[config.mk]
export PLATFORM = sky130hd
export DESIGN_NAME = utlm_decode
export DESIGN_NICKNAME = d
export VERILOG_FILES = /design/src/rtl/utlm_pkg.sv /design/src/rtl/utlm_decode.sv
export SDC_FILE = /design/constraint.sdc
export NUM_CORES = 1
export LEC_CHECK = 0
export BUFFER_PORTS_ARGS = -buffer_cell sky130_fd_sc_hd__buf_2
export CAP_MARGIN = 20
export CORE_MARGIN = 2
export CORE_UTILIZATION = 47
export DETAILED_ROUTE_END_ITERATION = 16
export PLACE_DENSITY_LB_ADDON = 0.2
export SYNTH_ARGS = -nofsm -noshare
export SYNTH_HDL_FRONTEND = slang
export SYNTH_SLANG_ARGS = --single-unit
[constraint.sdc]
create_clock -name clk -period 1.8 [get_ports clk]
set_clock_uncertainty 0.05 [all_clocks]
set_input_delay 0 -clock clk [delete_from_list [all_inputs] [get_ports clk]]
set_output_delay 0 -clock clk [all_outputs]
set_load 0.02 [all_outputs]
[src/rtl/utlm_pkg.sv]
// ----------------------------------------------------------------------------
// utlm_pkg: shared types and constants of the text layout measure unit
// glyph table entry, decoded character info, pen sequencer load and codes
// ----------------------------------------------------------------------------
package utlm_pkg;

  // glyph table geometry
  localparam int GLYPH_COUNT = 1024;
  localparam int GLYPH_AW    = $clog2(GLYPH_COUNT);

  // tab expansion
  localparam int TAB_SPACES = 3;
  localparam int REP_W      = $clog2(TAB_SPACES + 1);

  // decoded code point width
  localparam int CODE_W = 21;

  localparam logic [CODE_W-1:0] TAB_CODE   = CODE_W'(9);
  localparam logic [CODE_W-1:0] SPACE_CODE = CODE_W'(32);

  // utf-8 lead byte thresholds and payload masks
  localparam logic [7:0] LEAD4      = 8'hF0;
  localparam logic [7:0] LEAD3      = 8'hE0;
  localparam logic [7:0] LEAD2      = 8'hC0;
  localparam logic [7:0] LEAD4_MASK = 8'h07;
  localparam logic [7:0] LEAD3_MASK = 8'h0F;
  localparam logic [7:0] LEAD2_MASK = 8'h1F;
  localparam int         CONT_BITS  = 6;
  localparam int         ADV_FRAC   = 6;

  // coordinates
  localparam int                 COORD_W = 24;
  localparam logic signed [23:0] S24_MAX = 24'sh7FFFFF;
  localparam logic signed [23:0] S24_MIN = 24'sh800000;
  localparam logic [15:0]        LINES_MAX = 16'hFFFF;

  localparam logic [9:0] LINE_PITCH_RST = 10'd16;

  // input item kinds
  localparam logic KIND_TEXT  = 1'b0;
  localparam logic KIND_GLYPH = 1'b1;

  // result kinds
  localparam logic RES_BOX = 1'b0;
  localparam logic RES_SUM = 1'b1;

  // one glyph table entry: shape and step together
  typedef struct packed {
    logic [11:0] bx;
    logic [11:0] by;
    logic [11:0] w;
    logic [11:0] h;
    logic [17:0] adv;
    logic        rend;
  } glyph_t;

  // what the decoder says about the byte just taken
  typedef struct packed {
    logic done;
    logic want;
    logic last;
    logic is_tab;
    logic oob;
  } char_info_t;

  // work handed to the pen sequencer
  typedef struct packed {
    logic [11:0]      bx;
    logic [11:0]      by;
    logic [11:0]      w;
    logic [11:0]      h;
    logic [11:0]      adv;
    logic [REP_W-1:0] reps;
    logic             nl;
    logic             draw;
    logic             want;
    logic             last;
  } pen_load_t;

  typedef enum logic [1:0] {
    PEN_IDLE,
    PEN_DRAW,
    PEN_BOX,
    PEN_SUM
  } pen_state_t;

endpackage

[src/rtl/utlm_decode.sv]
// ----------------------------------------------------------------------------
// utlm_decode: utf-8 byte decoder
// collects lead and continuation bytes into a code point, one byte per beat
// ----------------------------------------------------------------------------
module utlm_decode (
  input  logic                        clk,
  input  logic                        rst_n,
  input  logic                        step,
  input  logic [7:0]                  text_byte,
  input  logic                        want_box,
  input  logic                        last,
  output utlm_pkg::char_info_t        info,
  output logic [utlm_pkg::CODE_W-1:0] code
);
  import utlm_pkg::*;

  logic [CODE_W-1:0] code_r, code_nxt;
  logic [1:0]        pend_r, pend_nxt;
  logic              want_r, want_nxt;

  logic [CODE_W-1:0] code_c;
  logic [1:0]        pend_c;
  logic              want_c;
  logic              done_c;

  always_comb begin
    code_c = code_r;
    pend_c = pend_r;
    want_c = want_r;
    done_c = 1'b0;
    if (pend_r == 2'd0) begin
      want_c = want_box;
      if (text_byte >= LEAD4) begin
        code_c = CODE_W'(text_byte & LEAD4_MASK);
        pend_c = 2'd3;
      end else if (text_byte >= LEAD3) begin
        code_c = CODE_W'(text_byte & LEAD3_MASK);
        pend_c = 2'd2;
      end else if (text_byte >= LEAD2) begin
        code_c = CODE_W'(text_byte & LEAD2_MASK);
        pend_c = 2'd1;
      end else begin
        code_c = CODE_W'(text_byte);
        done_c = 1'b1;
      end
    end else begin
      code_c = {code_r[CODE_W-CONT_BITS-1:0], text_byte[CONT_BITS-1:0]};
      pend_c = pend_r - 2'd1;
      done_c = (pend_r == 2'd1);
    end

    // finished code or end of run clears the sequence
    code_nxt = code_c;
    pend_nxt = pend_c;
    want_nxt = want_c;
    if (last || done_c) begin
      code_nxt = '0;
      pend_nxt = '0;
      want_nxt = 1'b0;
    end

    code        = code_c;
    info.done   = done_c;
    info.want   = want_c;
    info.last   = last;
    info.is_tab = (code_c == TAB_CODE);
    info.oob    = (32'(code_c) >= GLYPH_COUNT);
  end

  always_ff @(posedge clk) begin
    if (!rst_n) begin
      code_r <= '0;
      pend_r <= '0;
      want_r <= 1'b0;
    end else if (step) begin
      code_r <= code_nxt;
      pend_r <= pend_nxt;
      want_r <= want_nxt;
    end
  end

endmodule

* After elaboration in Yosys (flattened, before gate mapping)
Cells that the tools add are included.
** Word-level totals
- Input port bits :: 13
- Word-level logic and storage cells :: 30
- Output and inout bits :: 26
- Register bits :: 18
** Operators by class
- Muxes and demuxes :: 16
- Magnitude comparators :: 4
- Reductions and logical operators :: 3
- Equality and inequality tests :: 3
- Add/sub/neg operators :: 1
** Operator list (number)
- 8-bit >= comparator (second input constant) :: 3
- 8-bit 2-to-1 mux :: 3
- 21-bit by 4-bit == test with 1-bit output (second input constant) :: 1
- 21-bit by 11-bit >= comparator with 1-bit output (second input constant) :: 1
- 21-bit 2-to-1 mux :: 1
- 15-bit 2-to-1 mux :: 1
- 2-bit 2-to-1 mux :: 5
- 1-bit 2-to-1 mux :: 6
- 5-bit by 1-bit != test with 1-bit output (second input constant) :: 1
- 2-bit by 1-bit == test with 1-bit output (second input constant) :: 1
- 2-bit logical NOT :: 1
- 2-bit AND reduction :: 1
- 2-bit by 1-bit subtractor with 2-bit output (second input constant) :: 1
- 1-bit logical OR :: 1

* Depth between registers and ports, before layout
- Word-level depth :: 8
- Mapped depth :: 6
- Mapped depth without buffers :: 3

* Worst setup path after synthesis
No wires, ideal clock.
- Path type :: register -> output
- From :: register code_r[6]
- To :: output info[1] (netlist name)
- Setup slack :: 0.373 ns
- Arrival time :: 1.377 ns
- Data required time :: 1.750 ns
- Cell stages (with the launch flop) :: 4
- Path buffers :: 0
- Cell sequence :: dfxtp_1 nor4_1 a31oi_1 a2111oi_2
** RTL lines
- from (decl) :: line utlm_decode.sv:17 : logic [CODE_W-1:0] code_r, code_nxt;
- from (signal assigned) :: line utlm_decode.sv:76 : code_r <= code_nxt;
- to (decl) :: line utlm_decode.sv:12 : output utlm_pkg::char_info_t info,

* Final worst setup path
- From :: register pend_r[1]
- To :: register code_r[5]
** Between the ends
- Longest elaborated chain between the ends :: 4
- Elaborated cells between the ends (all ways) :: 6
- Those cells by class :: eq/ne: 1; mux: 3; reduce/logical: 2
** Ends and longest elaborated chain
- from (decl) :: line utlm_decode.sv:18 : logic [1:0] pend_r, pend_nxt;
- from (signal assigned) :: line utlm_decode.sv:77 : pend_r <= pend_nxt;
- 2-bit by 1-bit == test with 1-bit output / 2-bit logical NOT (equally long branches) :: line utlm_decode.sv:49, utlm_decode.sv:31
- 1-bit 2-to-1 mux :: line utlm_decode.sv:31 : if (pend_r == 2'd0) begin
- 1-bit logical OR :: line utlm_decode.sv:56 : if (last || done_c) begin
- 15-bit 2-to-1 mux * :: line utlm_decode.sv:56
Mark *: on every way between the ends. The rest lies on a longest branch, timed or not.
A chain may end at the register's enable or synchronous reset.

==> metrics <==
clk_lat worst skew 0.28 ns; share of the yosys chip area belonging to registers 35.2%; P&R area growth vs syn 26.3%; R2R Path Start pend_r[1]$_SDFFE_PN0P_; mux contribution to synthesized area 1.10%; # IOs 39; Reg2Reg Setup Slack 0.14 ns; area of the mapped netlist 1020 um2; dpl hpwl 1.70 mm; Clock Path Buffers 2; worst hold path type in -> reg; fmax 0.602 GHz; Fill cells 183; RSZ-0062 raised after global routing no; outcome completed; die area 2570 um2; GR peak layer met2; Synth Register Bits 18; Cell Rows 16; period utilization 92.3%; DIE WIDTH 50.7 um; post-synthesis simple-gate area fraction 32.4%; post-synthesis area per instance 8.76 um2; global routing met1 resource utilization 26.6%; Post-route DRC 0; CP max stage cell dlygate4sd3_1; CP bufs+invs 2; fin. max-slew vios 0; fin area 1290 um2; WP data required 1.98 ns; Placed Area 1170 um2; CTS H-tree lvls 1; Final ANT Viol Nets 0; die height 50.7 um; R2R cell count 5; drt first pass iters 4; TritonCTS Buffers 3; largest net degree at the start of global routing 21; Worst slew margin 57.1%; Reg-to-Reg End code_r[5]$_SDFFE_PN0P_; Syn Inst Count 117; leakage 0.575 nW; hold path start want_box; hold-critical path depth 3; crit end category flip-flop; Netlist cell types 32; ant diodes 0; max-cap check violation count 0; met2 Use GR 32.5%; Worst Tran Pin Value 0.642 ns; CP peak stage delay 0.58 ns; final WL 2.38 mm; NumNets Final 168; Post-Synth XOR/XNOR Area 0%; M3 GR Usage 2.98%; clock root cell clkbuf_4; Total GRT Usage 20.0%; Final Setup Violations 0; Fin Setup TNS 0 ns; maximum vdd drop 0.436 mV; CTS clk-pin slew, worst paths 0.10 ns; largest family of logic cells by synthesized area simple AND/OR/NAND/NOR gates; I/O Buffers 38; vias in the first global route 871; global-route wire length before repair 3.90 mm; worst setup path start pend_r[1]$_SDFFE_PN0P_; Initial DRC Count 31; gr ovfl total 0; syn nets 130; worst path cell trace nor2b_1, buf_4, nand3_1, a21boi_1, dlygate4sd3_1; crit path launch type flip-flop; Via density 5.33; crit-path leading delay family buffers and inverters; Tmin final 1.66 ns; initial antenna violation count 0; Initial Util 51.2%; share of cells above drive strength 1 32.5%; core area 2000 um2; CP Data Arrival Time 1.85 ns; critical path class reg -> reg; clk sink count 18; drt wl/cell 13.2 um; CP max FO 9; pwr dens 594 nW/um2; Ys Warns 0; Hold Crit Endpoint want_r$_SDFFE_PN0P_; CTS tree done; Fin. Hold Viols 0; Compound-Gate Fraction of Synth Area 22.3%; Final Wtd Congestion 0.796; via count 964; synthesized-area fraction occupied by adder cells 0%
## tightest hold or removal path, cell delays in order
cell and delay (ns):
buf_2 0.07, mux2_1 0.13, a22o_1 0.13
## sequential cells by signal (all words and copies together), names as in the netlist
name,count
want_r,1
code_r,15
pend_r,2
## cell type report
type / instances / area [um2] / area share (%)
Clock buffer: 4 / 36.3 / 2.80
Inverter: 1 / 3.75 / 0.290
Multi-Input combinational cell: 84 / 578 / 44.7
Sequential cell: 18 / 364 / 28.1
Tap cell: 27 / 33.8 / 2.61
Timing Repair Buffer: 47 / 278 / 21.5
## worst max-delay path by stage
stage | to | depth (start not counted) | slack, ns
finish | code_r[5]$_SDFFE_PN0P_ | 5 | 0.14
detailed placement | want_r$_SDFFE_PN0P_ | 3 | 0.42
global placement | want_r$_SDFFE_PN0P_ | 3 | 0.44
floorplan | info[1] | 3 | 0.37
global route | code_r[5]$_SDFFE_PN0P_ | 5 | 0.03
CTS | code_r[5]$_SDFFE_PN0P_ | 5 | 0.03
## Yosys cell counts, drive strengths merged
| library cell | number | area, um2 |
|---|---|---|
| inv | 1 | 3.75 |
| nor4b | 1 | 8.76 |
| buf | 12 | 81.3 |
| and4b | 1 | 10.0 |
| and2 | 15 | 93.8 |
| and3b | 2 | 17.5 |
| a2111oi | 1 | 15.0 |
| a31oi | 2 | 12.5 |
| mux2 | 1 | 11.3 |
| nor2 | 3 | 18.8 |
| a32o | 4 | 42.5 |
| dfxtp | 18 | 360 |
| clkbuf | 2 | 7.51 |
| o21ai | 2 | 10.0 |
| nor2b | 2 | 12.5 |
| nor4 | 3 | 18.8 |
| nand2 | 4 | 15.0 |
| nand2b | 11 | 68.8 |
| a22o | 5 | 43.8 |
| nor3 | 2 | 10.0 |
| nand3 | 9 | 45.0 |
| and3 | 1 | 6.26 |
| a21oi | 3 | 15.0 |
| o21a | 2 | 22.5 |
| or2 | 1 | 6.26 |
| a21boi | 9 | 67.6 |
## power breakdown
| group | total (W) | switching, W | internal [W] |
|---|---|---|---|
| clock | 0.000246 | 0.000122 | 0.000123 |
| sequential | 0.000404 | 0.00000447 | 0.000400 |
| combinational | 0.000118 | 0.0000667 | 0.0000515 |
## stage by stage
step	worst slack, ns	total power, W	hold slack, ns	instances	util [%]
6_report	0.139	0.000768	0.0248	181	64.6
5_1_grt	0.0297	0.000803	0.0686	181	64.6
4_1_cts	0.0330	0.000779	0.0191	181	64.1
3_5_place_dp	0.421	0.000520	0.204	169	58.3
3_3_place_gp	0.441	0.000518	0.196	169	58.3
2_1_floorplan	0.373	0.000491	0.0626	117	-
## kinds of logic (layout without fill, tap and decap cells)
kind of cell           count (synthesis)  after routing
AO/OA/AOI/OAI                         28             28
buffers and inverters                 15             52
flip-flops                            18             18
multiplexers                           1              1
AND/OR/NAND/NOR                       55             55
## what timing repair did
action                                  4_1_cts  5_1_grt
endpoints found under the hold margin        13        0
gates resized for setup                       0        4
endpoints found under the setup margin        0        4
hold buffers                                  8        0
buffers inserted                              0        0
## cell usage in the layout (no fill, tap or decap)
master          n
nand2b_1       11
dlygate4sd3_1   8
a22o_1          5
buf_4           1
a21boi_0        7
nor2b_1         2
or2_1           1
a21boi_1        2
nor2_4          1
o21a_4          1
dfxtp_4         1
dfxtp_1        17
and3b_1         2
o21a_1          1
and3_1          1
clkbuf_4        3
a32o_1          2
a21oi_1         3
a2111oi_2       1
mux2_1          1
o21ai_1         2
inv_1           1
nand2_1         4
nor4b_2         1
nor2_1          2
nand3_1         9
a32o_2          2
and2_1         15
buf_2          38
clkbuf_8        1
nor4_1          3
nor3_1          2
and4b_1         1
a31oi_1         2
## routing by layer
metal / share of wire (%) / routed length [um]
met1: 47 / 1120
met2: 47 / 1120
met3: 5.5 / 130
met4: 0.42 / 10
met5: 0 / 0
No activity file was read; power rests on OpenSTA's default activity.
