--- config.mk ---
export PLATFORM = sky130hd
export DESIGN_NAME = utlm_pen
export DESIGN_NICKNAME = d
export VERILOG_FILES = /design/src/rtl/utlm_pkg.sv /design/src/rtl/utlm_pen.sv
export SDC_FILE = /design/constraint.sdc
export NUM_CORES = 1
export LEC_CHECK = 0
export ABC_AREA = 1
export ABC_CLOCK_PERIOD_IN_PS = 16700
export BUFFER_PORTS_ARGS = -buffer_cell sky130_fd_sc_hd__buf_2
export CAP_MARGIN = 0
export CORE_ASPECT_RATIO = 1.5
export CORE_MARGIN = 2
export CORE_UTILIZATION = 60
export DETAILED_ROUTE_END_ITERATION = 6
export PLACE_DENSITY_LB_ADDON = 0.1
export SLEW_MARGIN = 20
export SYNTH_ARGS = -nofsm -noshare
export SYNTH_HDL_FRONTEND = slang
export SYNTH_SLANG_ARGS = --single-unit
--- constraint.sdc ---
create_clock -name clk -period 16.7 [get_ports clk]
set_clock_uncertainty 0.05 [all_clocks]
set_input_delay 2.505 -clock clk [delete_from_list [all_inputs] [get_ports clk]]
set_output_delay 2.505 -clock clk [all_outputs]
set_load 0.005 [all_outputs]
--- src/rtl/utlm_pkg.sv ---
// ----------------------------------------------------------------------------
// utlm_pkg: shared types and constants of the text layout measure unit
// glyph table entry, decoded character info, pen sequencer load and codes
// ----------------------------------------------------------------------------
package utlm_pkg;

  // glyph table geometry
  localparam int GLYPH_COUNT = 1024;
  localparam int GLYPH_AW    = $clog2(GLYPH_COUNT);

  // tab expansion
  localparam int TAB_SPACES = 3;
  localparam int REP_W      = $clog2(TAB_SPACES + 1);

  // decoded code point width
  localparam int CODE_W = 21;

  localparam logic [CODE_W-1:0] TAB_CODE   = CODE_W'(9);
  localparam logic [CODE_W-1:0] SPACE_CODE = CODE_W'(32);

  // utf-8 lead byte thresholds and payload masks
  localparam logic [7:0] LEAD4      = 8'hF0;
  localparam logic [7:0] LEAD3      = 8'hE0;
  localparam logic [7:0] LEAD2      = 8'hC0;
  localparam logic [7:0] LEAD4_MASK = 8'h07;
  localparam logic [7:0] LEAD3_MASK = 8'h0F;
  localparam logic [7:0] LEAD2_MASK = 8'h1F;
  localparam int         CONT_BITS  = 6;
  localparam int         ADV_FRAC   = 6;

  // coordinates
  localparam int                 COORD_W = 24;
  localparam logic signed [23:0] S24_MAX = 24'sh7FFFFF;
  localparam logic signed [23:0] S24_MIN = 24'sh800000;
  localparam logic [15:0]        LINES_MAX = 16'hFFFF;

  localparam logic [9:0] LINE_PITCH_RST = 10'd16;

  // input item kinds
  localparam logic KIND_TEXT  = 1'b0;
  localparam logic KIND_GLYPH = 1'b1;

  // result kinds
  localparam logic RES_BOX = 1'b0;
  localparam logic RES_SUM = 1'b1;

  // one glyph table entry: shape and step together
  typedef struct packed {
    logic [11:0] bx;
    logic [11:0] by;
    logic [11:0] w;
    logic [11:0] h;
    logic [17:0] adv;
    logic        rend;
  } glyph_t;

  // what the decoder says about the byte just taken
  typedef struct packed {
    logic done;
    logic want;
    logic last;
    logic is_tab;
    logic oob;
  } char_info_t;

  // work handed to the pen sequencer
  typedef struct packed {
    logic [11:0]      bx;
    logic [11:0]      by;
    logic [11:0]      w;
    logic [11:0]      h;
    logic [11:0]      adv;
    logic [REP_W-1:0] reps;
    logic             nl;
    logic             draw;
    logic             want;
    logic             last;
  } pen_load_t;

  typedef enum logic [1:0] {
    PEN_IDLE,
    PEN_DRAW,
    PEN_BOX,
    PEN_SUM
  } pen_state_t;

endpackage

--- src/rtl/utlm_pen.sv ---
// ----------------------------------------------------------------------------
// utlm_pen: pen sequencer and result register
// draws glyphs one per cycle, tracks bounds, emits box and run summary beats
// ----------------------------------------------------------------------------
module utlm_pen (
  input  logic                  clk,
  input  logic                  rst_n,
  input  logic [9:0]            line_pitch,
  input  logic                  load,
  input  utlm_pkg::pen_load_t   ld,
  output logic                  free,
  output logic                  out_valid,
  input  logic                  out_ready,
  output logic                  out_result_kind,
  output logic signed [23:0]    out_pos_x,
  output logic signed [23:0]    out_pos_y,
  output logic signed [23:0]    out_extent_w,
  output logic signed [23:0]    out_extent_h,
  output logic [15:0]           out_line_count,
  output logic                  out_last_res
);
  import utlm_pkg::*;

  function automatic logic signed [23:0] sat24(input logic signed [27:0] v);
    if (v > 28'(S24_MAX)) begin
      return S24_MAX;
    end else if (v < 28'(S24_MIN)) begin
      return S24_MIN;
    end else begin
      return v[23:0];
    end
  endfunction

  pen_state_t state_r, state_base, state_nxt;

  // held character
  pen_load_t        cur_r;
  logic [REP_W-1:0] reps_r;
  logic             first_r;

  // run state
  logic signed [23:0] pen_x_r, pen_x_nxt;
  logic signed [23:0] pen_y_r, pen_y_nxt;
  logic signed [23:0] max_x_r, max_x_nxt;
  logic signed [23:0] max_y_r, max_y_nxt;
  logic signed [23:0] min_y_r, min_y_nxt;
  logic [15:0]        lines_r, lines_nxt;

  // box corners
  logic signed [23:0] x0_r, y0_r;
  logic signed [25:0] ex_r, ey_r;

  logic out_valid_r;
  logic push_ok, draw_en, push_box, push_sum;

  logic signed [25:0] bx_s, by_s, w_s, h_s, adv_s;
  logic signed [25:0] xp, yp, xa, ya, ex_c, py_dn, px_adv, ht;

  assign push_ok = !out_valid_r || out_ready;

  // sequencer
  always_comb begin
    state_base = state_r;
    draw_en    = 1'b0;
    push_box   = 1'b0;
    push_sum   = 1'b0;
    unique case (state_r)
      PEN_IDLE: state_base = PEN_IDLE;
      PEN_DRAW: begin
        draw_en = 1'b1;
        if (reps_r == REP_W'(1)) begin
          if (cur_r.want) begin
            state_base = PEN_BOX;
          end else if (cur_r.last) begin
            state_base = PEN_SUM;
          end else begin
            state_base = PEN_IDLE;
          end
        end
      end
      PEN_BOX: begin
        if (push_ok) begin
          push_box   = 1'b1;
          state_base = cur_r.last ? PEN_SUM : PEN_IDLE;
        end
      end
      PEN_SUM: begin
        if (push_ok) begin
          push_sum   = 1'b1;
          state_base = PEN_IDLE;
        end
      end
      default: state_base = PEN_IDLE;
    endcase
  end

  assign free = (state_base == PEN_IDLE);

  always_comb begin
    state_nxt = state_base;
    if (load) begin
      state_nxt = ld.draw ? PEN_DRAW : PEN_SUM;
    end
  end

  always_ff @(posedge clk) begin
    if (!rst_n) begin
      state_r <= PEN_IDLE;
    end else begin
      state_r <= state_nxt;
    end
  end

  // one drawn glyph
  always_comb begin
    bx_s   = 26'($signed(cur_r.bx));
    by_s   = 26'($signed(cur_r.by));
    w_s    = $signed({14'd0, cur_r.w});
    h_s    = $signed({14'd0, cur_r.h});
    adv_s  = $signed({14'd0, cur_r.adv});
    xp     = 26'(pen_x_r) + bx_s;
    yp     = 26'(pen_y_r) - h_s + by_s;
    xa     = xp + adv_s;
    ya     = yp + h_s;
    ex_c   = xp + w_s;
    py_dn  = 26'(pen_y_r) - $signed({16'd0, line_pitch});
    px_adv = 26'(pen_x_r) + adv_s;
    ht     = 26'(max_y_r) - 26'(min_y_r);
  end

  always_comb begin
    pen_x_nxt = pen_x_r;
    pen_y_nxt = pen_y_r;
    max_x_nxt = max_x_r;
    max_y_nxt = max_y_r;
    min_y_nxt = min_y_r;
    lines_nxt = lines_r;
    if (draw_en) begin
      if (xa > 26'(max_x_r)) max_x_nxt = sat24(28'(xa));
      if (ya > 26'(max_y_r)) max_y_nxt = sat24(28'(ya));
      if (yp < 26'(min_y_r)) min_y_nxt = sat24(28'(yp));
      if (cur_r.nl) begin
        pen_x_nxt = '0;
        pen_y_nxt = sat24(28'(py_dn));
        if (lines_r != LINES_MAX) lines_nxt = lines_r + 16'd1;
      end else begin
        pen_x_nxt = sat24(28'(px_adv));
      end
    end else if (push_sum) begin
      pen_x_nxt = '0;
      pen_y_nxt = '0;
      max_x_nxt = '0;
      max_y_nxt = '0;
      min_y_nxt = S24_MAX;
      lines_nxt = 16'd1;
    end
  end

  always_ff @(posedge clk) begin
    if (!rst_n) begin
      pen_x_r <= '0;
      pen_y_r <= '0;
      max_x_r <= '0;
      max_y_r <= '0;
      min_y_r <= S24_MAX;
      lines_r <= 16'd1;
    end else begin
      pen_x_r <= pen_x_nxt;
      pen_y_r <= pen_y_nxt;
      max_x_r <= max_x_nxt;
      max_y_r <= max_y_nxt;
      min_y_r <= min_y_nxt;
      lines_r <= lines_nxt;
    end
  end

  // held character and box corners
  always_ff @(posedge clk) begin
    if (load) begin
      cur_r   <= ld;
      reps_r  <= ld.reps;
      first_r <= 1'b1;
    end else if (draw_en) begin
      reps_r  <= reps_r - REP_W'(1);
      first_r <= 1'b0;
    end
    if (draw_en) begin
      if (first_r) begin
        x0_r <= sat24(28'(xp));
        y0_r <= sat24(28'(yp));
      end
      ex_r <= ex_c;
      ey_r <= ya;
    end
  end

  // result register
  always_ff @(posedge clk) begin
    if (push_box) begin
      out_result_kind <= RES_BOX;
      out_pos_x       <= x0_r;
      out_pos_y       <= y0_r;
      out_extent_w    <= sat24(28'(ex_r) - 28'(x0_r));
      out_extent_h    <= sat24(28'(ey_r) - 28'(y0_r));
      out_line_count  <= lines_r;
      out_last_res    <= 1'b0;
    end else if (push_sum) begin
      out_result_kind <= RES_SUM;
      out_pos_x       <= pen_x_r;
      out_pos_y       <= pen_y_r;
      out_extent_w    <= max_x_r;
      out_extent_h    <= ht[25] ? '0 : sat24(28'(ht));
      out_line_count  <= lines_r;
      out_last_res    <= 1'b1;
    end
  end

  always_ff @(posedge clk) begin
    if (!rst_n) begin
      out_valid_r <= 1'b0;
    end else if (push_box || push_sum) begin
      out_valid_r <= 1'b1;
    end else if (out_ready) begin
      out_valid_r <= 1'b0;
    end
  end

  assign out_valid = out_valid_r;

endmodule

* Yosys cells after proc, flatten, opt, wreduce, memory -nomap -nowiden *
Index checks and enable logic that the tools add are counted.

storage, ports and cells
  bits in registers = 418
  input port bits = 80
  logic and storage cells = 147

cells by class
  add/sub/neg operators = 13
  magnitude comparators = 21
  eq/ne operators = 10
  mux-type cells = 60
  reduce and logical (&&, ||, !) cells = 15

operators with widths
  operator                 count
  $mux W24                 38
  $gt A25 B24 Y1 const B   4
  $lt A25 B24 Y1 const B   4
  $mux W16                 6
  $gt A26 B24 Y1 const B   3
  $lt A26 B24 Y1 const B   3
  $gt A27 B24 Y1 const B   2
  $lt A27 B24 Y1 const B   2
  $sub A26 B24 Y27         2
  $add A25 B13 Y26         2
  $gt A26 B24 Y1           2
  $add A25 B12 Y26         1
  $add A26 B13 Y26         1
  $lt A26 B24 Y1           1
  $add A24 B12 Y25         1
  $add A24 B13 Y25         1
  $sub A24 B11 Y25         1
  $sub A24 B13 Y25         1
  $sub A24 B24 Y25         1
  $mux W2                  9
  $add A16 B1 Y16 const B  1
  $ne A16 B16 Y1 const B   1
  $reduce_and A2 Y1        5
  $ne A2 B1 Y1 const B     4
  11 further kinds         23

* Longest topological paths before layout *
  depth in word-level cells = 8
  mapped depth = 39
  gate-level depth less buffers = 38

* Least setup slack after synthesis *
OpenSTA, ideal clock, no wires.

  path kind = input -> output
  start = in out_ready
  end = out free
  data arrival time = 7.670 ns
  data required time = 14.145 ns
  setup slack = 6.475 ns
  cell stages on the path = 5
  path buffers = 0
  cells stage by stage = nor2_1 nor2_1 nor2_1 a21oi_1 nor2_1

on the way
  word-level cells in the longest chain between the ends = 4

RTL lines
  what                               line                            text
  from (decl)                        utlm_pen.sv:13                  input logic out_ready,
  $logic_or A1 B1 Y1 (*)             utlm_pen.sv:59                  assign push_ok = !out_valid_r || out_ready;
  $mux W2, on equally long branches  utlm_pen.sv:88, utlm_pen.sv:82
  $pmux W2 S4 (*)                    utlm_pen.sv:67                  unique case (state_r)
  $logic_not A2 Y1 (*)               utlm_pen.sv:97                  assign free = (state_base == PEN_IDLE);
  to (decl)                          utlm_pen.sv:11                  output logic free,

Every way passes the cells marked *; elsewhere a longest branch is shown, timed or not.

* Final worst setup path *
  start = reg cur_r[24] (netlist bit)
  end = reg max_y_r[13]

on the way
  word-level cells in the longest chain between the ends = 8

RTL lines
  what                    line             text
  from (decl)             utlm_pen.sv:37   pen_load_t cur_r;
  from (signal assigned)  utlm_pen.sv:180  cur_r <= ld;
  $sub A24 B13 Y25        utlm_pen.sv:122  yp = 26'(pen_y_r) - h_s + by_s;
  $add A25 B12 Y26        utlm_pen.sv:122
  $add A26 B13 Y26 (*)    utlm_pen.sv:124  ya = yp + h_s;
  via ya[22]              utlm_pen.sv:57   logic signed [25:0] xp, yp, xa, ya, ex_c, py_dn, px_adv, ht;
  $lt A26 B24 Y1          utlm_pen.sv:27   end else if (v < 28'(S24_MIN)) begin
  $mux W24                utlm_pen.sv:27
  $mux W24                utlm_pen.sv:25   if (v > 28'(S24_MAX)) begin
  $mux W24                utlm_pen.sv:140  if (ya > 26'(max_y_r)) max_y_nxt = sat24(28'(ya));
  $mux W24                utlm_pen.sv:138  if (draw_en) begin
  to (signal assigned)    utlm_pen.sv:171  max_y_r <= max_y_nxt;
  to (decl)               utlm_pen.sv:45   logic signed [23:0] max_y_r, max_y_nxt;

The timed path passes the listed nets; every way through them passes the cells marked *. The select of a mux whose other input is x is not followed.
A chain may end at the register's enable or synchronous reset.

==> impl_results.md <==
* Yosys warning count at 0
* Chip width at 188 um
* Leakage at 0.0163 uW
* FP Rows at 100
* Gate Count Post-Synth at 3935
* Unrepaired setup endpoints after global routing: no
* Worst Path Buf+Inv at 4
* Initial antenna violation count at 2
* Clk root buf: clkbuf_16
* Max Fclk at 149 MHz
* Element type at the critical path end: flip-flop
* Placed cells at 4726
* Ports at 196
* Clock Path Buffers at 3
* Share of cells above drive strength 1 at 10.8%
* Crit-path most repeated cell: nand2_1
* WL/cell at 19.9 um
* Dominant register cell in the synthesized netlist: edfxtp_1
* Post-CTS Resized at 0
* Die ar. at 0.0524 mm^2
* CP max FO at 24
* Hold slack final at 0.408 ns
* Synth unique cells at 57
* Max_cap viols at 0
* Clock slew at reported path FFs at 0.07 ns
* Final Critical Period at 6.72 ns
* Iteration-0 DRC Markers at 1586
* Number of port buffers at 195
* Crit start category: flip-flop
* Tot Pwr at 6080 uW
* Relative slew slack at 23.9%
* CTS buffer count at 44
* Slew Viols, Final at 0
* Placer Congestion at 0.998
* #FFs+latches synth at 418
* Worst min path class: flip-flop to flip-flop
* Syn-to-layout area delta at 10.3%
* Vias/cell at 5.58
* Die H at 279 um
* Max VDD drop at 0.000206 V
* Largest net degree at the start of global routing at 71
* Pre-antenna DRT Iters at 6
* Via count at 26800
* Finished Layout Cells at 4808
* CP max stage delay at 0.57 ns
* Final Hold Fails at 0
* CTS H-tree depth at 2
* Clock Sinks at 418
* Final Cycle Share at 40.2%
* Vias in the first global route at 26100
* Cell Area, Synth at 0.0303 mm^2
* Total wire length at 95800 um
* Hold_buf cts at 0
* Fin area at 0.0334 mm^2
* Cell family contributing the most delay on the critical path: simple AND/OR/NAND/NOR gates
* Grt ovf at 0
* Placed Area at 0.0319 mm^2
* Gr usage total at 36.4%
* Worst-Skew Late Latency at 0.59 ns
* Post-synth EDFFs at 277
* Core Box Area at 0.0498 mm^2
* Antenna Nets Post-Route at 0
* Number of setup buffers added after CTS at 0
* Post-DP HPWL at 76300 um
* CTS tree: done
* Initial core utilization at 60.9%
* Seq/Total Area, Yosys at 36.8%
* TNS Setup at 0 ns
* Final setup vio count at 0
* Outcome: finished, final reports clean
* Crit path DAT at 7.10 ns
* Slew @ Worst Pin at 1.14 ns
* First-pass GRT wire length at 145000 um
* CP required at 17.09 ns
* Power density cells at 182 mW/mm^2
* Layout net count at 4487
* Syn avg cell area at 7.70 um^2
* Fraction of registers with async set/reset at 0%
* Setup CP Type: flip-flop to flip-flop
* Syn Nets at 4313
* Drc violations at 0
* Slowest stage cell, crit path: fa_1
## cells in the final DEF (no fill, tap or decap), types with 59 or more instances in the layout
cell / n
dfxtp_1: 141
nor2_1: 266
inv_1: 611
o21ai_0: 195
xor2_1: 138
nand3_1: 191
edfxtp_1: 277
a21oi_1: 278
buf_2: 194
nor2_2: 59
ha_1: 277
nand2_1: 969
## cell families after synthesis
group                    after synthesis  share of synthesized area [%]
adder cells (fa/ha/maj)              298                           12.8
buffers and inverters                710                           9.09
flip-flops                           418                           36.8
AO/OA/AOI/OAI                        635                           11.7
XOR/XNOR                             189                           5.46
AND/OR/NAND/NOR                     1685                           24.1
## cells in the mapped netlist, drive strengths merged, types with 6 or more instances
| master | number | area share [%] |
|---|---|---|
| o21bai | 13 | 0.32 |
| clkbuf | 50 | 0.62 |
| nor4 | 13 | 0.27 |
| inv | 624 | 7.7 |
| nand4 | 44 | 0.93 |
| nand3 | 199 | 3.5 |
| o21ai | 211 | 3.5 |
| a31oi | 12 | 0.25 |
| xnor2 | 51 | 1.5 |
| a21boi | 7 | 0.17 |
| nand2 | 1031 | 13 |
| nand3b | 12 | 0.30 |
| xor2 | 138 | 4.0 |
| a21oi | 283 | 4.7 |
| edfxtp | 277 | 27 |
| nor2 | 335 | 4.8 |
| fa | 21 | 1.4 |
| buf | 31 | 0.68 |
| a21o | 17 | 0.42 |
| dfxtp | 141 | 9.3 |
| ha | 277 | 11 |
| a22oi | 24 | 0.61 |
| nor3 | 40 | 0.70 |
| o211ai | 41 | 1.0 |
| o21a | 7 | 0.17 |
| o31ai | 6 | 0.15 |
## registers in the layout, indices dropped and copies added (netlist names), 16 cells and up
signal          cells
pen_y_r            24
ex_r               26
pen_x_r            24
out_line_count     16
lines_r            16
x0_r               24
ey_r               26
y0_r               24
out_pos_y          24
out_extent_w       24
out_pos_x          24
max_y_r            24
min_y_r            24
out_extent_h       24
cur_r              27
max_x_r            24
## layout make-up
type,count,area (um^2)
fillers,4531,16400
diodes,2,5.00
multi-input cells,2807,16400
flip-flops and latches,418,11100
clock inverters,22,342
repair buffers,209,1080
inverters,629,2360
well taps,663,830
clock buffers,58,1220
## per-stage QoR
step,util (%),worst slack (ns)
finish,67.1,9.98
global route,67.1,9.31
CTS,67.1,9.98
detailed placement,64.0,10.03
global placement,64.0,10.11
floorplan,-,6.48
## path summary, 6_finish.rpt
| check | from | endpoint | slack [ns] | cells past startpoint |
|---|---|---|---|---|
| worst min register to register | lines_r[3] | out_line_count[3] | 0.41 | 0 |
| worst max-delay path | cur_r[24] | max_y_r[13] | 9.98 | 32 |
| worst max register to register | cur_r[24] | max_y_r[13] | 9.98 | 32 |
| worst min-delay path | lines_r[3] | out_line_count[3] | 0.41 | 0 |
## per-layer routing
layer  up-vias  wire length (um)  global-route usage [%]
met5         -                 0                       0
met4         0              9350                    30.8
met3       327              4100                    3.65
met2       894             49200                    67.4
met1     12300             33100                    36.4
li1      13300                 -                       -
## where the power goes
part	internal [uW]	total, uW	switching [uW]
sequential	1380	1490	116
clock	644	1090	441
combinational	1120	3500	2380
Power figures use the tool's default switching activity.
